**src/rtl/core/sparse_adjacency_edge_insert_macros.svh**
```systemverilog
// ---------------------------------------------------------------------------
// sparse adjacency edge insert assertion macros
// concurrent checks, compiled out when NO_ASSERTIONS is set
// ---------------------------------------------------------------------------
`ifndef SPARSE_ADJACENCY_EDGE_INSERT_MACROS_SVH
`define SPARSE_ADJACENCY_EDGE_INSERT_MACROS_SVH

`ifndef NO_ASSERTIONS

// checked on every edge out of reset
`define SAE_ASSERT(lbl, clk_sig, rstn_sig, prop) \
    lbl: assert property (@(posedge clk_sig) disable iff (!rstn_sig) prop) \
        else $error("sae check failed");

// checked on every edge, reset included
`define SAE_ASSERT_ALWAYS(lbl, clk_sig, prop) \
    lbl: assert property (@(posedge clk_sig) prop) \
        else $error("sae check failed");

`else

`define SAE_ASSERT(lbl, clk_sig, rstn_sig, prop)
`define SAE_ASSERT_ALWAYS(lbl, clk_sig, prop)

`endif

`endif

```
**src/rtl/core/sae_pkg.sv**
```systemverilog
// ---------------------------------------------------------------------------
// sae_pkg
// sizes, types and controller/datapath interface of the edge insert block
// ---------------------------------------------------------------------------
`timescale 1ns / 1ps

package sae_pkg;

    localparam int NODE_COUNT    = 256;
    localparam int EDGE_CAPACITY = 1024;
    localparam int LABEL_WIDTH   = 32;

    localparam int NODE_W = $clog2(NODE_COUNT);
    localparam int EDGE_W = $clog2(EDGE_CAPACITY);
    localparam int CNT_W  = $clog2(EDGE_CAPACITY + 1);
    localparam int COL_W  = 8;

    typedef logic [NODE_W-1:0]             node_t;
    typedef logic [EDGE_W-1:0]             edge_idx_t;
    typedef logic [CNT_W-1:0]              count_t;
    typedef logic [COL_W-1:0]              col_t;
    typedef logic signed [LABEL_WIDTH-1:0] label_t;

    // controller to datapath
    typedef struct packed {
        logic load_item;   // latch the accepted beat
        logic set_full;    // drop item, store is full
        logic new_row;     // first edge of an empty row, self linked
        logic rd_tail;     // read row tail pointer
        logic set_tail;    // read tail edge, prev becomes tail
        logic take_link;   // new edge links to tail's successor, append at tail
        logic walk_read;   // read the successor edge
        logic advance;     // prev moves to the edge just compared
        logic take_cur;    // new edge links to the edge just compared
        logic merge;       // add label into the edge just compared
        logic write_new;   // write new edge slot
        logic write_prev;  // relink prev to new edge, bump count
        logic emit;        // load result register
    } cmd_t;

    // datapath to controller
    typedef struct packed {
        logic full;
        logic nonempty;
        logic ordered;
        logic col_gt;
        logic col_lt;
        logic col_eq;
        logic out_free;
    } status_t;

endpackage

```
**src/rtl/core/sae_ctrl.sv**
```systemverilog
// ---------------------------------------------------------------------------
// sae_ctrl
// sequencer for one edge insert: check, tail lookup, list walk, relink
// ---------------------------------------------------------------------------
`timescale 1ns / 1ps
`include "sparse_adjacency_edge_insert_macros.svh"

module sae_ctrl
(
    input  logic              clk,
    input  logic              rst_n,
    input  logic              in_valid,
    output logic              in_stall,
    input  sae_pkg::status_t  status,
    output sae_pkg::cmd_t     cmd
);
    import sae_pkg::*;

    typedef enum logic [2:0] {
        ST_IDLE,
        ST_CHECK,
        ST_TAIL_RD,
        ST_TAIL_COL,
        ST_WALK_CMP,
        ST_LINK_NEW,
        ST_LINK_PREV,
        ST_RESULT
    } state_t;

    state_t state_reg, state_next;
    logic   in_stall_reg, in_stall_next;
    logic   accept;
    logic   result_wait;

    assign accept      = in_valid && !in_stall_reg;
    assign in_stall    = in_stall_reg;
    assign result_wait = (state_reg == ST_RESULT) && !status.out_free;

    always_comb
    begin
        cmd           = '0;
        state_next    = state_reg;
        in_stall_next = in_stall_reg;
        case (state_reg)
            ST_IDLE:
            begin
                if (accept)
                begin
                    cmd.load_item = 1'b1;
                    in_stall_next = 1'b1;
                    state_next    = ST_CHECK;
                end
            end
            ST_CHECK:
            begin
                if (status.full)
                begin
                    cmd.set_full = 1'b1;
                    state_next   = ST_RESULT;
                end
                else if (!status.nonempty)
                begin
                    cmd.new_row = 1'b1;
                    state_next  = ST_RESULT;
                end
                else
                begin
                    cmd.rd_tail = 1'b1;
                    state_next  = ST_TAIL_RD;
                end
            end
            ST_TAIL_RD:
            begin
                cmd.set_tail = 1'b1;
                state_next   = ST_TAIL_COL;
            end
            ST_TAIL_COL:
            begin
                if (!status.ordered || status.col_gt)
                begin
                    cmd.take_link = 1'b1;
                    state_next    = ST_LINK_NEW;
                end
                else
                begin
                    cmd.walk_read = 1'b1;
                    state_next    = ST_WALK_CMP;
                end
            end
            ST_WALK_CMP:
            begin
                if (status.col_lt)
                begin
                    cmd.take_cur = 1'b1;
                    state_next   = ST_LINK_NEW;
                end
                else if (status.col_eq)
                begin
                    cmd.merge  = 1'b1;
                    state_next = ST_RESULT;
                end
                else
                begin
                    cmd.advance   = 1'b1;
                    cmd.walk_read = 1'b1;
                end
            end
            ST_LINK_NEW:
            begin
                cmd.write_new = 1'b1;
                state_next    = ST_LINK_PREV;
            end
            ST_LINK_PREV:
            begin
                cmd.write_prev = 1'b1;
                state_next     = ST_RESULT;
            end
            ST_RESULT:
            begin
                if (status.out_free)
                begin
                    cmd.emit      = 1'b1;
                    in_stall_next = 1'b0;
                    state_next    = ST_IDLE;
                end
            end
            default:
            begin
                state_next    = ST_IDLE;
                in_stall_next = 1'b0;
            end
        endcase
    end

    always_ff @(posedge clk or negedge rst_n)
    begin
        if (!rst_n)
        begin
            state_reg    <= ST_IDLE;
            in_stall_reg <= 1'b0;
        end
        else
        begin
            state_reg    <= state_next;
            in_stall_reg <= in_stall_next;
        end
    end

    `SAE_ASSERT(a_ready_only_idle, clk, rst_n, !in_stall_reg |-> state_reg == ST_IDLE)
    `SAE_ASSERT(a_accept_to_check, clk, rst_n, accept |=> state_reg == ST_CHECK)
    `SAE_ASSERT(a_result_holds, clk, rst_n, result_wait |=> state_reg == ST_RESULT)

endmodule

```
**config.mk**
```make
export PLATFORM = sky130hd
export DESIGN_NAME = sae_ctrl
export DESIGN_NICKNAME = d
export VERILOG_FILES = /design/src/rtl/core/sae_pkg.sv /design/src/rtl/core/sae_ctrl.sv
export VERILOG_INCLUDE_DIRS = /design/src /design/src/rtl/core
export SDC_FILE = /design/constraint.sdc
export NUM_CORES = 1
export LEC_CHECK = 0
export BUFFER_PORTS_ARGS = -buffer_cell sky130_fd_sc_hd__buf_2
export CORE_AREA = 2 2 39 41
export DETAILED_ROUTE_END_ITERATION = 10
export DIE_AREA = 0 0 41 43
export SLEW_MARGIN = 20
export SYNTH_ARGS = -nofsm -noshare
export SYNTH_HDL_FRONTEND = slang
export SYNTH_SLANG_ARGS = --single-unit
export TNS_END_PERCENT = 1
```
**constraint.sdc**
```tcl
create_clock -name clk -period 1.2 [get_ports clk]
set_clock_uncertainty 0.1 [all_clocks]
set_input_delay 0.24 -clock clk [delete_from_list [all_inputs] [get_ports clk]]
set_output_delay 0.24 -clock clk [all_outputs]
set_load 0.01 [all_outputs]
```
==> run summary <==
Top cell type's share of synthesized area: 28.9%
Final Critical Period: 1640 ps
CP Max Fanout: 4
Antenna diodes: 0
Hold path start: status[0]
Hold Crit Endpoint: state_reg[0]
Element type at the critical path end: output port
Slew Limit Fails: 0
CP max stage delay: 400 ps
Layout cells sized above 1: 61.7%
Die height: 43 um
# DRC: 0
Number of flops mapped to enable cells by yosys: 0
Area Overhead vs Synth: 81.6%
Total track usage: 12.9%
CTS buffer count: 3
Distinct cells, synth: 24
Max-cap violations: 0
# fillers: 161
# clock sinks: 4
Placed instance area: 551 um^2
Pwr Density: 2060 mW/mm^2
RSZ-0062 raised after global routing: true
Status: finished, violations left
GR Overflow Total: 0
Die ar.: 0.00176 mm^2
Via count: 436
Worst setup SP type: flop
Mapped Area: 347 um^2
Antenna-violating nets left: 0
DR WL/cell: 10.8 um
Pre-CTS setup slack: -261 ps
Total power: 0.00130 W
Worst hold slack: 136 ps
Ys flop type: dfrtp_1
Core Util, Final: 45.5%
Final GP Congestion: 0.713
Slew at the pin with the worst max-slew slack: 252 ps
Worst path required time: 860 ps
Ys async rst share: 100%
Design area: 629 um^2
Reg2Reg Depth: 4
Initial antenna violation count: 0
Slew HR: 83.2%
#FFs+latches synth: 4
CP Buf/Inv Count: 1
First-pass GRT wire length: 1.56 mm
Worst Hold Class: in -> reg
Tcrit/Tclk final: 137%
Core area: 0.00138 mm^2
CTS H-Tree Depth: 1
Pre-Repair DR Iteration Count: 2
Max reg flops: 3
Max Clk Rate: 609 MHz
IO Port Bufs: 23
Vias in the first global route: 417
Worst skew pair latency: 230 ps
Final WS setup: -442 ps
Synth top cells by count: nor2_1 (5), dfrtp_1 (4), inv_1 (4), nor3_1 (4)
Row cnt: 14
CTS root buffer: clkbuf_4
FF-to-FF End: state_reg[0]
Post-Route WL: 1.04 mm
Syn nets: 54
CTS Buffer Depth: 2
Mean Syn Cell Area: 7.88 um^2
Hold Vio Cnt, Final: 0
Fin nets: 93
Failing checks: setup timing
Finish-stage setup viols: 15
R2R setup slack: -300 ps
WS Path Type: reg -> out
HPWL Detailed: 790 um
Most common cell in the netlist: nor2_1
Synth warn: 0
Via-to-Cell Ratio: 4.49
Slowest CP cell: dfrtp_1
Worst r2r src: state_reg[1]
Crit path DAT: 1300 ps
Die span in x: 41 um
Post-synthesis cell count: 44
Crit path max-delay family: flip-flops
Top cells by area, synth: dfrtp_1 (29%), nor3_1 (5.8%), nor2_1 (5.4%)
Largest net degree at the start of global routing: 9
Leak: 0.338 nW
Post-synthesis sequential area ratio: 28.9%
# IOs: 24
Clock slew at reported path FFs: 30 ps
CTS tree: built
Hold depth: 2
Peak VDD IR: 0.00112 V
Area leader, netlist: dfrtp_1
Iter 0 DRT Violations: 2
Initial core utilization: 25.0%
CP cell instances: or2_4 -> nor3_4 -> o21bai_2 -> buf_2
[layout make-up]
cell class                 instances  area [um^2]  area share (%)
multi-input combinational         35          259            41.2
timing repair buffer              35          208            33.0
sequential                         4          103            16.3
clock buffer                       3         22.5            3.58
tap                               16         20.0            3.18
inverter                           4         17.5            2.78
[kinds of logic after synthesis]
kind of cell / share of synthesized area [%]
compound gates: 18.4
buf+inv: 7.58
flops: 28.9
mux: 2.89
simple gates: 42.2
[how the worst max path moves through the flow]
stage,startpoint,endpoint,slack (ps),cells after the start
CTS,state_reg[0],cmd[6],-460,4
floorplan,state_reg[0],cmd[6],-120,3
detailed placement,state_reg[0],cmd[6],-260,4
global placement,state_reg[0],cmd[6],-230,4
global route,state_reg[1],cmd[6],-520,4
finish,state_reg[0],cmd[6],-440,4
[stage by stage]
| step | TNS [ps] | instances |
|---|---|---|
| after floorplan | -586 | 44 |
| after global placement | -2310 | 90 |
| after detailed placement | -2390 | 90 |
| after CTS | -5120 | 96 |
| after global routing | -6170 | 97 |
| final | -4880 | 97 |
[report_power, final]
| part | internal (W) | leakage (nW) | switching, W |
|---|---|---|---|
| combinational | 0.000439 | 0.279 | 0.000398 |
| sequential | 0.000204 | 0.0444 | 0.0000966 |
| clock | 0.000112 | 0.0138 | 0.0000497 |
| total | 0.000754 | 0.338 | 0.000545 |
[cells in the final DEF (no fill, tap or decap), types with 3 or more instances in the layout]
cell type  instances
inv_1              3
nand2_1            3
clkbuf_4           3
buf_2             23
nor2_1             4
buf_4             11
nor3_1             3
[per-layer routing]
metal  GRT usage [%]  share of wire (%)
met1            14.4                 42
met2            22.2                 50
met3            2.09                8.1
met4            6.00                  0
met5               0                  0
[repair_timing]
action | in CTS | in global routing
endpoints found under the setup margin | 16 | 16
resized for setup | 6 | 2
buffers inserted | 2 | 1
cloned | 0 | 0
pin swaps | 2 | 0
endpoints found under the hold margin | 4 | 0
hold buffers | 1 | 0
Power figures use the tool's default switching activity.
